--- src/hdl/cso_pkg.sv ---
package cso_pkg;

  // Fixed field widths.
  localparam int unsigned FRAME_W    = 16;
  localparam int unsigned ID_W       = 8;
  localparam int unsigned INTERVAL_W = 16;
  localparam int unsigned MINP_W     = 16;
  localparam int unsigned TOL_W      = 32;
  localparam int unsigned PKT_W      = 32;

  // Configuration write channel.
  localparam int unsigned CFG_IDX_W  = 8;
  localparam int unsigned CFG_DATA_W = 32;

  localparam logic [CFG_IDX_W-1:0] CFG_HOST_ID       = 8'd0;
  localparam logic [CFG_IDX_W-1:0] CFG_SEND_INTERVAL = 8'd1;
  localparam logic [CFG_IDX_W-1:0] CFG_MIN_PACKETS   = 8'd2;
  localparam logic [CFG_IDX_W-1:0] CFG_TOLERANCE     = 8'd3;

  localparam logic [ID_W-1:0]       HOST_ID_RST       = 8'd0;
  localparam logic [INTERVAL_W-1:0] SEND_INTERVAL_RST = 16'd6;
  localparam logic [MINP_W-1:0]     MIN_PACKETS_RST   = 16'd0;
  localparam logic [TOL_W-1:0]      TOLERANCE_RST     = 32'd65536;

  // Frame number that marks "no request sent yet".
  localparam logic [FRAME_W-1:0] NEVER_SENT = 16'hFFFF;

  typedef enum logic {
    ALU_ADD,
    ALU_SUB
  } alu_op_e;

endpackage

--- src/hdl/cso_item_if.sv ---
interface cso_item_if #(
  parameter int unsigned TIME_WIDTH = 32
);
  import cso_pkg::*;

  logic                  valid;
  logic                  ready;
  logic [FRAME_W-1:0]    frame_num;
  logic [TIME_WIDTH-1:0] global_time;
  logic [TIME_WIDTH-1:0] network_time;
  logic                  local_valid;
  logic [ID_W-1:0]       local_player_id;
  logic                  host_connected;
  logic                  msg_valid;
  logic [ID_W-1:0]       msg_client_id;
  logic [ID_W-1:0]       msg_host_id;
  logic [TIME_WIDTH-1:0] msg_client_time;
  logic [TIME_WIDTH-1:0] msg_host_time;

  modport source (
    output valid, frame_num, global_time, network_time, local_valid, local_player_id,
           host_connected, msg_valid, msg_client_id, msg_host_id, msg_client_time,
           msg_host_time,
    input  ready
  );

  modport sink (
    input  valid, frame_num, global_time, network_time, local_valid, local_player_id,
           host_connected, msg_valid, msg_client_id, msg_host_id, msg_client_time,
           msg_host_time,
    output ready
  );

endinterface

--- src/hdl/cso_result_if.sv ---
interface cso_result_if #(
  parameter int unsigned TIME_WIDTH = 32
);
  import cso_pkg::*;

  logic                  valid;
  logic                  ready;
  logic [TIME_WIDTH-1:0] network_time_out;
  logic                  time_written;
  logic                  send_request;
  logic [FRAME_W-1:0]    send_frame;
  logic [TIME_WIDTH-1:0] send_client_time;
  logic [ID_W-1:0]       send_client_id;
  logic                  synchronised;
  logic [PKT_W-1:0]      packets_received;

  modport source (
    output valid, network_time_out, time_written, send_request, send_frame,
           send_client_time, send_client_id, synchronised, packets_received,
    input  ready
  );

  modport sink (
    input  valid, network_time_out, time_written, send_request, send_frame,
           send_client_time, send_client_id, synchronised, packets_received,
    output ready
  );

endinterface

--- src/hdl/cso_cfg_if.sv ---
interface cso_cfg_if;
  import cso_pkg::*;

  logic                  valid;
  logic                  ready;
  logic [CFG_IDX_W-1:0]  index;
  logic [CFG_DATA_W-1:0] data;

  modport source (
    output valid, index, data,
    input  ready
  );

  modport sink (
    input  valid, index, data,
    output ready
  );

endinterface

--- src/hdl/cso_alu.sv ---
module cso_alu #(
  parameter int unsigned ALU_W = 36
) (
  input  logic [ALU_W-1:0] a_i,
  input  logic [ALU_W-1:0] b_i,
  input  cso_pkg::alu_op_e op_i,
  output logic [ALU_W-1:0] res_o
);
  import cso_pkg::*;

  // Shared adder. Operands arrive already extended, so the top bit of the
  // result is the sign of a signed result or the borrow of an unsigned one.
  always_comb begin
    case (op_i)
      ALU_ADD: res_o = a_i + b_i;
      ALU_SUB: res_o = a_i - b_i;
      default: res_o = a_i + b_i;
    endcase
  end

endmodule

--- src/hdl/cso_div.sv ---
module cso_div #(
  parameter int unsigned DVD_W = 35,
  parameter int unsigned DVS_W = 3
) (
  input  logic             clk_i,
  input  logic             rst_ni,
  input  logic             start_i,
  input  logic [DVD_W-1:0] dividend_i,
  input  logic [DVS_W-1:0] divisor_i,
  output logic             busy_o,
  output logic [DVD_W-1:0] quotient_o
);
  import cso_pkg::*;

  // Restoring division, four quotient bits per cycle, msb first.
  localparam int unsigned DIGITS = 4;
  localparam int unsigned DIV_W  = ((DVD_W + DIGITS - 1) / DIGITS) * DIGITS;
  localparam int unsigned STEPS  = DIV_W / DIGITS;
  localparam int unsigned SC_W   = (STEPS > 1) ? $clog2(STEPS) : 1;

  logic [DIV_W-1:0] work_q, work_d;
  logic [DVS_W-1:0] rem_q, rem_d;
  logic [DVS_W-1:0] dvs_q, dvs_d;
  logic [SC_W-1:0]  step_q, step_d;
  logic             busy_q, busy_d;

  always_comb begin
    logic [DVS_W:0]   trial;
    logic [DVS_W-1:0] rem;
    logic [DIV_W-1:0] work;
    logic             qbit;

    trial  = '0;
    qbit   = 1'b0;
    rem    = rem_q;
    work   = work_q;
    work_d = work_q;
    rem_d  = rem_q;
    dvs_d  = dvs_q;
    step_d = step_q;
    busy_d = busy_q;

    if (start_i) begin
      work_d = {{(DIV_W-DVD_W){1'b0}}, dividend_i};
      rem_d  = '0;
      dvs_d  = divisor_i;
      step_d = SC_W'(STEPS - 1);
      busy_d = 1'b1;
    end else if (busy_q) begin
      for (int k = 0; k < DIGITS; k++) begin
        trial = {rem, work[DIV_W-1]};
        if (trial >= {1'b0, dvs_q}) begin
          rem  = DVS_W'(trial - {1'b0, dvs_q});
          qbit = 1'b1;
        end else begin
          rem  = trial[DVS_W-1:0];
          qbit = 1'b0;
        end
        work = {work[DIV_W-2:0], qbit};
      end
      work_d = work;
      rem_d  = rem;
      if (step_q == '0) begin
        busy_d = 1'b0;
      end else begin
        step_d = step_q - 1'b1;
      end
    end
  end

  always_ff @(posedge clk_i or negedge rst_ni) begin
    if (!rst_ni) begin
      busy_q <= 1'b0;
      step_q <= '0;
    end else begin
      busy_q <= busy_d;
      step_q <= step_d;
    end
  end

  always_ff @(posedge clk_i) begin
    work_q <= work_d;
    rem_q  <= rem_d;
    dvs_q  <= dvs_d;
  end

  assign busy_o     = busy_q;
  assign quotient_o = work_q[DVD_W-1:0];

endmodule

--- src/hdl/clock_sync_offset_estimator.sv ---
// Channel   Modport  Accepted when           Carries
// item_i    sink     valid && ready          one frame update with optional sync reply
// result_o  source   valid && ready          network time, send request, sync status
// cfg_i     sink     valid && ready (ready=1) register index and write data
//
// A frame without a matching reply goes from the check to the output state when no
// offset is stored or too few packets have arrived. Otherwise the shared adder walks
// the window once per sum and the divider forms each average. item_i is not ready
// while a frame is in work. A finished result waits in the output register, and the
// next frame is taken meanwhile. Reset sets all state at once, with no clearing pass.
module clock_sync_offset_estimator #(
  parameter int unsigned WINDOW_DEPTH = 4,
  parameter int unsigned TIME_WIDTH   = 32
) (
  input  logic         clk_i,
  input  logic         rst_ni,
  cso_item_if.sink     item_i,
  cso_result_if.source result_o,
  cso_cfg_if.sink      cfg_i
);
  import cso_pkg::*;

  localparam int unsigned TW     = TIME_WIDTH;
  localparam int unsigned CNT_W  = $clog2(WINDOW_DEPTH + 1);
  localparam int unsigned HEAD_W = (WINDOW_DEPTH > 1) ? $clog2(WINDOW_DEPTH) : 1;
  localparam int unsigned ACC_W  = TW + $clog2(WINDOW_DEPTH) + 1;
  localparam int unsigned ALU_W  = ((ACC_W > TOL_W) ? ACC_W : TOL_W) + 1;

  typedef enum logic [3:0] {
    S_IDLE,
    S_DELAY,
    S_DSUM,
    S_DWAIT,
    S_EST,
    S_OFFS,
    S_CHECK,
    S_OSUM,
    S_ABS,
    S_OWAIT,
    S_TOL,
    S_OUT
  } state_e;

  state_e state_q, state_d;

  // Configuration.
  logic [ID_W-1:0]       host_id_q, host_id_d;
  logic [INTERVAL_W-1:0] interval_q, interval_d;
  logic [MINP_W-1:0]     min_pkt_q, min_pkt_d;
  logic [TOL_W-1:0]      tol_q, tol_d;

  // Windows. Both rings advance together, so one head and one count serve both.
  logic [TW-1:0] delay_ring_q [WINDOW_DEPTH];
  logic [TW-1:0] delay_ring_d [WINDOW_DEPTH];
  logic [TW:0]   offs_ring_q  [WINDOW_DEPTH];
  logic [TW:0]   offs_ring_d  [WINDOW_DEPTH];
  logic [HEAD_W-1:0] head_q, head_d;
  logic [CNT_W-1:0]  count_q, count_d;
  logic [PKT_W-1:0]  pkt_q, pkt_d;
  logic [FRAME_W-1:0] last_sent_q, last_sent_d;

  // Captured frame.
  logic [FRAME_W-1:0] frame_q, frame_d;
  logic [TW-1:0]      now_q, now_d;
  logic [TW-1:0]      net_in_q, net_in_d;
  logic [TW-1:0]      ctime_q, ctime_d;
  logic [TW-1:0]      htime_q, htime_d;
  logic [ID_W-1:0]    lid_q, lid_d;
  logic               match_q, match_d;
  logic               send_q, send_d;

  // Working registers.
  logic [ALU_W-1:0]  acc_q, acc_d;
  logic [HEAD_W-1:0] idx_q, idx_d;
  logic [TW-1:0]     est_q, est_d;
  logic              sync_q, sync_d;

  // Output register.
  logic               out_valid_q, out_valid_d;
  logic [TW-1:0]      o_net_q, o_net_d;
  logic               o_written_q, o_written_d;
  logic               o_send_q, o_send_d;
  logic [FRAME_W-1:0] o_frame_q, o_frame_d;
  logic [TW-1:0]      o_ctime_q, o_ctime_d;
  logic [ID_W-1:0]    o_cid_q, o_cid_d;
  logic               o_sync_q, o_sync_d;
  logic [PKT_W-1:0]   o_pkt_q, o_pkt_d;

  // Shared units.
  logic [ALU_W-1:0] alu_a, alu_b, alu_res;
  alu_op_e          alu_op;
  logic             div_start, div_busy;
  logic [ACC_W-1:0] div_quo;

  logic [FRAME_W-1:0] frame_diff;
  logic               idx_last;
  logic [HEAD_W-1:0]  head_next;
  logic [CNT_W-1:0]   count_next;

  cso_alu #(
    .ALU_W (ALU_W)
  ) u_alu (
    .a_i   (alu_a),
    .b_i   (alu_b),
    .op_i  (alu_op),
    .res_o (alu_res)
  );

  cso_div #(
    .DVD_W (ACC_W),
    .DVS_W (CNT_W)
  ) u_div (
    .clk_i      (clk_i),
    .rst_ni     (rst_ni),
    .start_i    (div_start),
    .dividend_i (alu_res[ACC_W-1:0]),
    .divisor_i  (count_q),
    .busy_o     (div_busy),
    .quotient_o (div_quo)
  );

  assign frame_diff = item_i.frame_num - last_sent_q;
  assign idx_last   = ({{(CNT_W-HEAD_W){1'b0}}, idx_q} == (count_q - 1'b1));
  assign head_next  = (head_q == HEAD_W'(WINDOW_DEPTH - 1)) ? '0 : head_q + 1'b1;
  assign count_next = (count_q == CNT_W'(WINDOW_DEPTH)) ? count_q : count_q + 1'b1;

  assign item_i.ready = (state_q == S_IDLE);
  assign cfg_i.ready  = 1'b1;

  always_comb begin
    state_d      = state_q;
    host_id_d    = host_id_q;
    interval_d   = interval_q;
    min_pkt_d    = min_pkt_q;
    tol_d        = tol_q;
    delay_ring_d = delay_ring_q;
    offs_ring_d  = offs_ring_q;
    head_d       = head_q;
    count_d      = count_q;
    pkt_d        = pkt_q;
    last_sent_d  = last_sent_q;
    frame_d      = frame_q;
    now_d        = now_q;
    net_in_d     = net_in_q;
    ctime_d      = ctime_q;
    htime_d      = htime_q;
    lid_d        = lid_q;
    match_d      = match_q;
    send_d       = send_q;
    acc_d        = acc_q;
    idx_d        = idx_q;
    est_d        = est_q;
    sync_d       = sync_q;
    out_valid_d  = out_valid_q;
    o_net_d      = o_net_q;
    o_written_d  = o_written_q;
    o_send_d     = o_send_q;
    o_frame_d    = o_frame_q;
    o_ctime_d    = o_ctime_q;
    o_cid_d      = o_cid_q;
    o_sync_d     = o_sync_q;
    o_pkt_d      = o_pkt_q;
    alu_op       = ALU_ADD;
    alu_a        = '0;
    alu_b        = '0;
    div_start    = 1'b0;

    if (cfg_i.valid) begin
      case (cfg_i.index)
        CFG_HOST_ID:       host_id_d  = cfg_i.data[ID_W-1:0];
        CFG_SEND_INTERVAL: interval_d = cfg_i.data[INTERVAL_W-1:0];
        CFG_MIN_PACKETS:   min_pkt_d  = cfg_i.data[MINP_W-1:0];
        CFG_TOLERANCE:     tol_d      = cfg_i.data[TOL_W-1:0];
        default: ;
      endcase
    end

    if (out_valid_q && result_o.ready) begin
      out_valid_d = 1'b0;
    end

    case (state_q)
      S_IDLE: begin
        if (item_i.valid) begin
          frame_d  = item_i.frame_num;
          now_d    = item_i.global_time;
          net_in_d = item_i.network_time;
          ctime_d  = item_i.msg_client_time;
          htime_d  = item_i.msg_host_time;
          lid_d    = item_i.local_player_id;
          match_d  = item_i.local_valid && item_i.msg_valid &&
                     (item_i.msg_client_id == item_i.local_player_id) &&
                     (item_i.msg_host_id == host_id_q);
          send_d   = item_i.local_valid && item_i.host_connected &&
                     ((last_sent_q == NEVER_SENT) || (frame_diff >= interval_q));
          if (item_i.local_valid && item_i.host_connected &&
              ((last_sent_q == NEVER_SENT) || (frame_diff >= interval_q))) begin
            last_sent_d = item_i.frame_num;
          end
          state_d = match_d ? S_DELAY : S_CHECK;
        end
      end
      S_DELAY: begin
        // Round trip, clamped at zero when the echoed stamp is in the future.
        alu_op = ALU_SUB;
        alu_a  = {{(ALU_W-TW){1'b0}}, now_q};
        alu_b  = {{(ALU_W-TW){1'b0}}, ctime_q};
        delay_ring_d[head_q] = alu_res[ALU_W-1] ? '0 : alu_res[TW-1:0];
        count_d = count_next;
        pkt_d   = (pkt_q == '1) ? pkt_q : pkt_q + PKT_W'(1);
        acc_d   = '0;
        idx_d   = '0;
        state_d = S_DSUM;
      end
      S_DSUM: begin
        alu_op = ALU_ADD;
        alu_a  = acc_q;
        alu_b  = {{(ALU_W-TW){1'b0}}, delay_ring_q[idx_q]};
        acc_d  = alu_res;
        idx_d  = idx_q + 1'b1;
        if (idx_last) begin
          div_start = 1'b1;
          state_d   = S_DWAIT;
        end
      end
      S_DWAIT: begin
        if (!div_busy) begin
          state_d = S_EST;
        end
      end
      S_EST: begin
        alu_op = ALU_ADD;
        alu_a  = {{(ALU_W-TW){1'b0}}, htime_q};
        alu_b  = {{(ALU_W-TW){1'b0}}, div_quo[TW:1]};
        est_d  = (|alu_res[ALU_W-1:TW]) ? '1 : alu_res[TW-1:0];
        state_d = S_OFFS;
      end
      S_OFFS: begin
        alu_op = ALU_SUB;
        alu_a  = {{(ALU_W-TW){1'b0}}, net_in_q};
        alu_b  = {{(ALU_W-TW){1'b0}}, est_q};
        offs_ring_d[head_q] = alu_res[TW:0];
        head_d  = head_next;
        state_d = S_CHECK;
      end
      S_CHECK: begin
        // A borrow here means fewer packets than min_packets.
        alu_op = ALU_SUB;
        alu_a  = {{(ALU_W-PKT_W){1'b0}}, pkt_q};
        alu_b  = {{(ALU_W-MINP_W){1'b0}}, min_pkt_q};
        if ((count_q == '0) || alu_res[ALU_W-1]) begin
          sync_d  = 1'b0;
          state_d = S_OUT;
        end else begin
          acc_d   = '0;
          idx_d   = '0;
          state_d = S_OSUM;
        end
      end
      S_OSUM: begin
        alu_op = ALU_ADD;
        alu_a  = acc_q;
        alu_b  = {{(ALU_W-TW-1){offs_ring_q[idx_q][TW]}}, offs_ring_q[idx_q]};
        acc_d  = alu_res;
        idx_d  = idx_q + 1'b1;
        if (idx_last) begin
          state_d = S_ABS;
        end
      end
      S_ABS: begin
        // Dividing the magnitude truncates the signed average toward zero.
        if (acc_q[ALU_W-1]) begin
          alu_op = ALU_SUB;
          alu_a  = '0;
          alu_b  = acc_q;
        end else begin
          alu_op = ALU_ADD;
          alu_a  = acc_q;
          alu_b  = '0;
        end
        div_start = 1'b1;
        state_d   = S_OWAIT;
      end
      S_OWAIT: begin
        if (!div_busy) begin
          state_d = S_TOL;
        end
      end
      S_TOL: begin
        alu_op  = ALU_SUB;
        alu_a   = {{(ALU_W-TOL_W){1'b0}}, tol_q};
        alu_b   = {{(ALU_W-ACC_W){1'b0}}, div_quo};
        sync_d  = !alu_res[ALU_W-1];
        state_d = S_OUT;
      end
      S_OUT: begin
        if (!out_valid_q || result_o.ready) begin
          out_valid_d = 1'b1;
          o_net_d     = match_q ? est_q : net_in_q;
          o_written_d = match_q;
          o_send_d    = send_q;
          o_frame_d   = send_q ? frame_q : '0;
          o_ctime_d   = send_q ? now_q : '0;
          o_cid_d     = send_q ? lid_q : '0;
          o_sync_d    = sync_q;
          o_pkt_d     = pkt_q;
          state_d     = S_IDLE;
        end
      end
      default: state_d = S_IDLE;
    endcase
  end

  always_ff @(posedge clk_i or negedge rst_ni) begin
    if (!rst_ni) begin
      state_q     <= S_IDLE;
      host_id_q   <= HOST_ID_RST;
      interval_q  <= SEND_INTERVAL_RST;
      min_pkt_q   <= MIN_PACKETS_RST;
      tol_q       <= TOLERANCE_RST;
      for (int i = 0; i < WINDOW_DEPTH; i++) begin
        delay_ring_q[i] <= '0;
        offs_ring_q[i]  <= {1'b0, {TW{1'b1}}};
      end
      head_q      <= '0;
      count_q     <= '0;
      pkt_q       <= '0;
      last_sent_q <= NEVER_SENT;
      frame_q     <= '0;
      now_q       <= '0;
      net_in_q    <= '0;
      ctime_q     <= '0;
      htime_q     <= '0;
      lid_q       <= '0;
      match_q     <= 1'b0;
      send_q      <= 1'b0;
      acc_q       <= '0;
      idx_q       <= '0;
      est_q       <= '0;
      sync_q      <= 1'b0;
      out_valid_q <= 1'b0;
      o_net_q     <= '0;
      o_written_q <= 1'b0;
      o_send_q    <= 1'b0;
      o_frame_q   <= '0;
      o_ctime_q   <= '0;
      o_cid_q     <= '0;
      o_sync_q    <= 1'b0;
      o_pkt_q     <= '0;
    end else begin
      state_q      <= state_d;
      host_id_q    <= host_id_d;
      interval_q   <= interval_d;
      min_pkt_q    <= min_pkt_d;
      tol_q        <= tol_d;
      delay_ring_q <= delay_ring_d;
      offs_ring_q  <= offs_ring_d;
      head_q       <= head_d;
      count_q      <= count_d;
      pkt_q        <= pkt_d;
      last_sent_q  <= last_sent_d;
      frame_q      <= frame_d;
      now_q        <= now_d;
      net_in_q     <= net_in_d;
      ctime_q      <= ctime_d;
      htime_q      <= htime_d;
      lid_q        <= lid_d;
      match_q      <= match_d;
      send_q       <= send_d;
      acc_q        <= acc_d;
      idx_q        <= idx_d;
      est_q        <= est_d;
      sync_q       <= sync_d;
      out_valid_q  <= out_valid_d;
      o_net_q      <= o_net_d;
      o_written_q  <= o_written_d;
      o_send_q     <= o_send_d;
      o_frame_q    <= o_frame_d;
      o_ctime_q    <= o_ctime_d;
      o_cid_q      <= o_cid_d;
      o_sync_q     <= o_sync_d;
      o_pkt_q      <= o_pkt_d;
    end
  end

  assign result_o.valid            = out_valid_q;
  assign result_o.network_time_out = o_net_q;
  assign result_o.time_written     = o_written_q;
  assign result_o.send_request     = o_send_q;
  assign result_o.send_frame       = o_frame_q;
  assign result_o.send_client_time = o_ctime_q;
  assign result_o.send_client_id   = o_cid_q;
  assign result_o.synchronised     = o_sync_q;
  assign result_o.packets_received = o_pkt_q;

  a_div_start_idle: assert property (@(posedge clk_i) disable iff (!rst_ni)
    div_start |-> !div_busy)
    else $error("divider started while still busy");

  a_div_busy_waits: assert property (@(posedge clk_i) disable iff (!rst_ni)
    div_busy |-> (state_q == S_DWAIT || state_q == S_OWAIT))
    else $error("divider busy outside a wait state");

  a_pkt_only_on_reply: assert property (@(posedge clk_i) disable iff (!rst_ni)
    (state_q != S_DELAY) |=> $stable(pkt_q))
    else $error("packet count changed without an accepted reply");

  a_written_has_packets: assert property (@(posedge clk_i) disable iff (!rst_ni)
    (out_valid_q && o_written_q) |-> (o_pkt_q != '0 && count_q != '0))
    else $error("network time written with no packet counted");

endmodule

--- src/flat_wrapper.sv ---
// flat-port wrapper written by rule: the top's interface ports become plain ports
module clock_sync_offset_estimator_flat import cso_pkg::*;
#(
  parameter int unsigned WINDOW_DEPTH = 4,
  parameter int unsigned TIME_WIDTH   = 32
)
  (clk_i, rst_ni, item_i_valid, item_i_frame_num, item_i_global_time, item_i_network_time, item_i_local_valid, item_i_local_player_id, item_i_host_connected, item_i_msg_valid, item_i_msg_client_id, item_i_msg_host_id, item_i_msg_client_time, item_i_msg_host_time, item_i_ready, result_o_valid, result_o_network_time_out, result_o_time_written, result_o_send_request, result_o_send_frame, result_o_send_client_time, result_o_send_client_id, result_o_synchronised, result_o_packets_received, result_o_ready, cfg_i_valid, cfg_i_index, cfg_i_data, cfg_i_ready);
  cso_item_if #(.TIME_WIDTH(TIME_WIDTH)) item_i_i ();
  cso_result_if #(.TIME_WIDTH(TIME_WIDTH)) result_o_i ();
  cso_cfg_if cfg_i_i ();
  input  logic clk_i;
  input  logic rst_ni;
  input wire logic [$bits(item_i_i.valid)-1:0] item_i_valid;
  input wire logic [$bits(item_i_i.frame_num)-1:0] item_i_frame_num;
  input wire logic [$bits(item_i_i.global_time)-1:0] item_i_global_time;
  input wire logic [$bits(item_i_i.network_time)-1:0] item_i_network_time;
  input wire logic [$bits(item_i_i.local_valid)-1:0] item_i_local_valid;
  input wire logic [$bits(item_i_i.local_player_id)-1:0] item_i_local_player_id;
  input wire logic [$bits(item_i_i.host_connected)-1:0] item_i_host_connected;
  input wire logic [$bits(item_i_i.msg_valid)-1:0] item_i_msg_valid;
  input wire logic [$bits(item_i_i.msg_client_id)-1:0] item_i_msg_client_id;
  input wire logic [$bits(item_i_i.msg_host_id)-1:0] item_i_msg_host_id;
  input wire logic [$bits(item_i_i.msg_client_time)-1:0] item_i_msg_client_time;
  input wire logic [$bits(item_i_i.msg_host_time)-1:0] item_i_msg_host_time;
  output wire logic [$bits(item_i_i.ready)-1:0] item_i_ready;
  output wire logic [$bits(result_o_i.valid)-1:0] result_o_valid;
  output wire logic [$bits(result_o_i.network_time_out)-1:0] result_o_network_time_out;
  output wire logic [$bits(result_o_i.time_written)-1:0] result_o_time_written;
  output wire logic [$bits(result_o_i.send_request)-1:0] result_o_send_request;
  output wire logic [$bits(result_o_i.send_frame)-1:0] result_o_send_frame;
  output wire logic [$bits(result_o_i.send_client_time)-1:0] result_o_send_client_time;
  output wire logic [$bits(result_o_i.send_client_id)-1:0] result_o_send_client_id;
  output wire logic [$bits(result_o_i.synchronised)-1:0] result_o_synchronised;
  output wire logic [$bits(result_o_i.packets_received)-1:0] result_o_packets_received;
  input wire logic [$bits(result_o_i.ready)-1:0] result_o_ready;
  input wire logic [$bits(cfg_i_i.valid)-1:0] cfg_i_valid;
  input wire logic [$bits(cfg_i_i.index)-1:0] cfg_i_index;
  input wire logic [$bits(cfg_i_i.data)-1:0] cfg_i_data;
  output wire logic [$bits(cfg_i_i.ready)-1:0] cfg_i_ready;
  assign item_i_i.valid = item_i_valid;
  assign item_i_i.frame_num = item_i_frame_num;
  assign item_i_i.global_time = item_i_global_time;
  assign item_i_i.network_time = item_i_network_time;
  assign item_i_i.local_valid = item_i_local_valid;
  assign item_i_i.local_player_id = item_i_local_player_id;
  assign item_i_i.host_connected = item_i_host_connected;
  assign item_i_i.msg_valid = item_i_msg_valid;
  assign item_i_i.msg_client_id = item_i_msg_client_id;
  assign item_i_i.msg_host_id = item_i_msg_host_id;
  assign item_i_i.msg_client_time = item_i_msg_client_time;
  assign item_i_i.msg_host_time = item_i_msg_host_time;
  assign item_i_ready = item_i_i.ready;
  assign result_o_valid = result_o_i.valid;
  assign result_o_network_time_out = result_o_i.network_time_out;
  assign result_o_time_written = result_o_i.time_written;
  assign result_o_send_request = result_o_i.send_request;
  assign result_o_send_frame = result_o_i.send_frame;
  assign result_o_send_client_time = result_o_i.send_client_time;
  assign result_o_send_client_id = result_o_i.send_client_id;
  assign result_o_synchronised = result_o_i.synchronised;
  assign result_o_packets_received = result_o_i.packets_received;
  assign result_o_i.ready = result_o_ready;
  assign cfg_i_i.valid = cfg_i_valid;
  assign cfg_i_i.index = cfg_i_index;
  assign cfg_i_i.data = cfg_i_data;
  assign cfg_i_ready = cfg_i_i.ready;
  clock_sync_offset_estimator #(.WINDOW_DEPTH(WINDOW_DEPTH), .TIME_WIDTH(TIME_WIDTH)) u_core (.clk_i(clk_i), .rst_ni(rst_ni), .item_i(item_i_i), .result_o(result_o_i), .cfg_i(cfg_i_i));
endmodule
--- config.mk ---
export PLATFORM = sky130hd
export DESIGN_NAME = clock_sync_offset_estimator_flat
export DESIGN_NICKNAME = d
export VERILOG_FILES = /design/src/hdl/cso_pkg.sv /design/src/hdl/cso_item_if.sv /design/src/hdl/cso_result_if.sv /design/src/hdl/cso_cfg_if.sv /design/src/hdl/cso_alu.sv /design/src/hdl/cso_div.sv /design/src/hdl/clock_sync_offset_estimator.sv /design/src/flat_wrapper.sv
export SDC_FILE = /design/constraint.sdc
export NUM_CORES = 2
export LEC_CHECK = 0
export ABC_CLOCK_PERIOD_IN_PS = 9400
export BUFFER_PORTS_ARGS = -buffer_cell sky130_fd_sc_hd__buf_4
export CORE_MARGIN = 2
export CORE_UTILIZATION = 48
export DETAILED_ROUTE_END_ITERATION = 6
export PLACE_DENSITY = 0.77
export REMOVE_ABC_BUFFERS = 1
export SLEW_MARGIN = 0
export SYNTH_ARGS = -nofsm -noshare
export SYNTH_HDL_FRONTEND = slang
export SYNTH_SLANG_ARGS = --single-unit
--- constraint.sdc ---
create_clock -name clk_i -period 9.4 [get_ports clk_i]
set_input_delay 0 -clock clk_i [delete_from_list [all_inputs] [get_ports clk_i]]
set_output_delay 0 -clock clk_i [all_outputs]
set_load 0.1 [all_outputs]
==> results <==
- The register-to-register setup slack is approximately 1.3 ns.
- The critical path required time is 9.97 ns.
- After clock tree synthesis, the clock-pin slew on the worst setup and hold paths is about 0.060 ns.
- The proportion of register bits with asynchronous set or reset after synthesis is a little over nine tenths.
- Port buffering added 340 buffers.
- The number of maximum-capacitance constraint violations is 0.
- By area the synthesized netlist is led by dfrtp_1, nand2_1, dfstp_2.
- The area added between synthesis and finish is 20.72%.
- The hold violation total from the final report is 0.
- Of the available clock period, the critical path in the final layout requires between 80 and 90%.
- The worst register-to-register path begins at u_core.idx_q[0]$_DFFE_PN0P_.
- In this run the remaining antenna-violating nets after routing total 0.
- In the routed layout, each cell is associated on average with a via count of between 6 and 7.
- The detailed router finished its first iteration with 3991 violations.
- In this design, the largest share of critical-path delay is due to compound AO/OA/AOI/OAI gates.
- The worst setup path is captured at a flip-flop.
- After global routing the overflow that remains totals 0.
- The first global-routing pass estimated between 150000 and 200000 µm of wire.
- The number of enable flip-flop cells after synthesis is 38.
- The post-layout worst setup margin is ~1.3 ns.
- The total placed instance area is 43100 µm².
- In the routed design, unresolved DRC markers number 0.
- From bottom edge to top edge, the die measures a little under 300 µm.
- TritonCTS built the clock tree.
- For the pin with the worst max-slew slack, the measured transition is between 1 and 1.5 ns.
- In this run the cell area of the synthesized design comes to 39650 µm².
- The worst-path cell with the longest stage delay is dfrtp_4.
- The synthesized design spends more area on one cell type than any other, namely dfrtp_1.
- Global routing consumed, on the met1 layer, 39.42% of the routing resources.
- The flow ran to the end, and the final reports show no timing, DRC or antenna violations.
- Setup repair after global routing left no endpoint under its margin.
- The effective utilization at floorplan is about half.
- The clock drives slightly below 800 sinks.
- The pre-antenna-repair detailed-routing pass consisted of 7 iterations.
- The total half-perimeter wirelength after legalization and detailed placement is around 85000 µm.
- The highest fanout seen on the critical path is 37.
- The longest clock path from root to sink contains 3 buffers.
- The delay of the slowest cell on the worst path is 0.89 ns.
- The number of antenna violations at the first check in global routing was 2.
- For this run, the top clock speed supported by timing is between 100 and 150 MHz.
- Counting both buffers and inverters, the worst setup path holds a total of 3.
- Walking the worst path, the cells encountered are buf_4 > mux4_2 > a22oi_1 > nand4_1 > a2111oi_2 > nand4_1 > nor3_1 > inv_1 > o21ai_0 > xnor2_1 > ha_1 > o21a_1 > a2111oi_0 > o22ai_1 > a21oi_1 > o2111ai_1 > a31oi_1 > a211oi_2 > o31ai_4 > buf_4 > a22o_1.
- The tightest min-delay check is of the in2async type.
- By count the netlist is led by nand2_1, dfrtp_1, o21ai_0.
- The busiest layer in global routing is met2.
- After detailed routing, the total wire length is around 130000 µm.
- The Yosys warning count is 0.
- The design area is approximately 48000 µm².
- Global routing used 46.56% of the available met2 tracks.
- The final max-slew violation count came to 0.
- Clock skew on the completed layout was measured at ~0.023 ns.
- The worst slew slack as a fraction of its limit is around 4.5%.
- The cell with the most instances after synthesis is nand2_1.
- The global placer's final weighted congestion is slightly below 1.
- The final critical-path required period is between 8 and 9 ns.
- The wire length per cell is 22.68 µm.
- The setup total negative slack is 0 ns.
- Synthesis handed over a netlist of approximately 4000 instances.
- The H-tree level count is 3.
- The post-route worst hold slack is roughly 0.023 ns.
- The final setup violation count is 0.
- The synthesized flop and latch total is a little under 800.
- The later pin in the worst-skew pair is clocked with a latency of around 0.64 ns.
- Global routing used 29.10% of the available tracks.
- The root buffer cell chosen for the clock tree is clkbuf_16.
- The floorplan die area is roughly 85000 µm².
- The via count of the first global-routing pass is ~33000.
- Of the cells placed in the final design, the portion with a size suffix greater than 1 is roughly 22%.
- The critical path is of the reg2reg type.
- The data arrival time of the worst path is between 8 and 9 ns.
- The number of placed I/O pins is 342.
- At the placement stage, the worst setup path has a slack of around 1.3 ns.
- The TritonCTS buffer count is 82.
- The floorplan step set the die width to 291.4 µm.
- The total area inside the core boundary comes to 81980 µm².
- For met3 alone, demand over resource in global routing was 5.421%.
- The capture instance of the worst register-to-register path is u_core.acc_q[1]$_DFFE_PN0P_.
- The pin count of the biggest net entering global routing is about 180.
- The post-CTS setup-driven buffer insertion count is 0.
- Summing the sequential cell areas from Yosys gives about half of the chip area.
- Row generation in the floorplan step produced about 110 rows.
- STA classifies the critical path startpoint as a flip-flop.
- The number of cells on the worst reg-to-reg path is 21.
- The total vias in the final route is ~33000.
- Each instance of the synthesized netlist takes up on average around 10 µm².
- In the synthesized netlist the dominant register cell turns out to be dfrtp_1.
- The number of nets in the layout is 4700.
- The share of synthesized area in the top cell type comes to a little under two fifths.
- The number of distinct library cells after synthesis is 94.
## how the worst max path moves through the flow
stage	depth (start not counted)	end	start	slack (ns)
floorplan	18	u_core.acc_q[35]$_DFFE_PN0P_	u_core.state_q[2]$_DFFE_PN0P_	-8.42
global placement	21	u_core.acc_q[1]$_DFFE_PN0P_	u_core.idx_q[0]$_DFFE_PN0P_	1.48
detailed placement	21	u_core.acc_q[5]$_DFFE_PN0P_	u_core.idx_q[0]$_DFFE_PN0P_	1.34
CTS	21	u_core.acc_q[2]$_DFFE_PN0P_	u_core.idx_q[0]$_DFFE_PN0P_	1.30
global route	21	u_core.acc_q[1]$_DFFE_PN0P_	u_core.idx_q[0]$_DFFE_PN0P_	0.57
finish	21	u_core.acc_q[1]$_DFFE_PN0P_	u_core.idx_q[0]$_DFFE_PN0P_	1.26
## layout make-up
cell class	instances	area, µm²
well taps	1070	1339
inverters	84	315.3
clock inverters	37	450.4
diodes	2	5.005
multi-input cells	2825	18240
flip-flops and latches	785	20010
clock buffers	116	2332
repair buffers	612	5170
fillers	6550	34120
## logic make-up (layout without fill, tap and decap cells)
family                     Yosys count  count (layout)  share of synthesized area, %
AOI/OAI and AO/OA                  793             793                         14.22
xor gates and xnor gates           128             128                         2.828
adders and majority gates           94              94                         3.080
buffers and inverters              373             849                         3.973
DFF                                785             785                         50.44
muxes                              233             233                         8.303
other                                1               3                      0.009459
and+or+nand+nor                   1576            1576                         17.15
## registers in the layout, indices dropped and copies added, names as in the netlist, 32 cells and up
register	flops
u_core.ctime_q	32
u_core.net_in_q	32
u_core.offs_ring_q	132
u_core.now_q	32
u_core.u_div.work_q	36
u_core.tol_q	32
u_core.result_o.network_time_out	32
u_core.pkt_q	32
u_core.htime_q	32
u_core.est_q	32
u_core.delay_ring_q	128
u_core.result_o.packets_received	32
u_core.acc_q	36
u_core.result_o.send_client_time	32
## timing repair
action                    in CTS  in global routing
resized for setup              0                  0
hold buffers                 195                  0
hold endpoints to repair     316                  0
## layer usage
| metal | wire length (µm) | share of wire (%) |
|---|---|---|
| met1 | 50410 | 40 |
| met2 | 58830 | 47 |
| met3 | 11340 | 9.0 |
| met4 | 4852 | 3.9 |
| met5 | 0 | 0 |
## per-stage QoR
| step | std cells | util [%] |
|---|---|---|
| 5_1_grt | 5531 | 58.38 |
| 3_3_place_gp | 5181 | 52.58 |
| 4_1_cts | 5529 | 58.38 |
| 2_1_floorplan | 3694 | - |
| 6_report | 5531 | 58.38 |
| 3_5_place_dp | 5181 | 52.58 |
## layout by cell type, fill, tap and decap left out, types with 41 or more instances in the layout
cell | netlist | final
mux2i_1 | 54 | 54
a222oi_1 | 41 | 41
o31ai_2 | 56 | 55
dfstp_2 | 147 | 147
mux4_2 | 65 | 65
o31ai_1 | 77 | 77
ha_1 | 88 | 88
nand3_1 | 116 | 115
nand2_1 | 1144 | 1139
o21ai_0 | 246 | 246
inv_1 | 80 | 80
dfrtp_1 | 596 | 588
a22oi_1 | 63 | 63
dlygate4sd3_1 | 0 | 194
nor2_1 | 116 | 116
xor2_1 | 43 | 42
clkbuf_16 | 0 | 84
xnor2_1 | 85 | 84
mux2_2 | 113 | 113
a21oi_1 | 78 | 78
buf_4 | 7 | 411
Power is left out: the tool's default activity adds up to more than one toggle a clock period on the data nets, which glitch-free logic cannot reach.
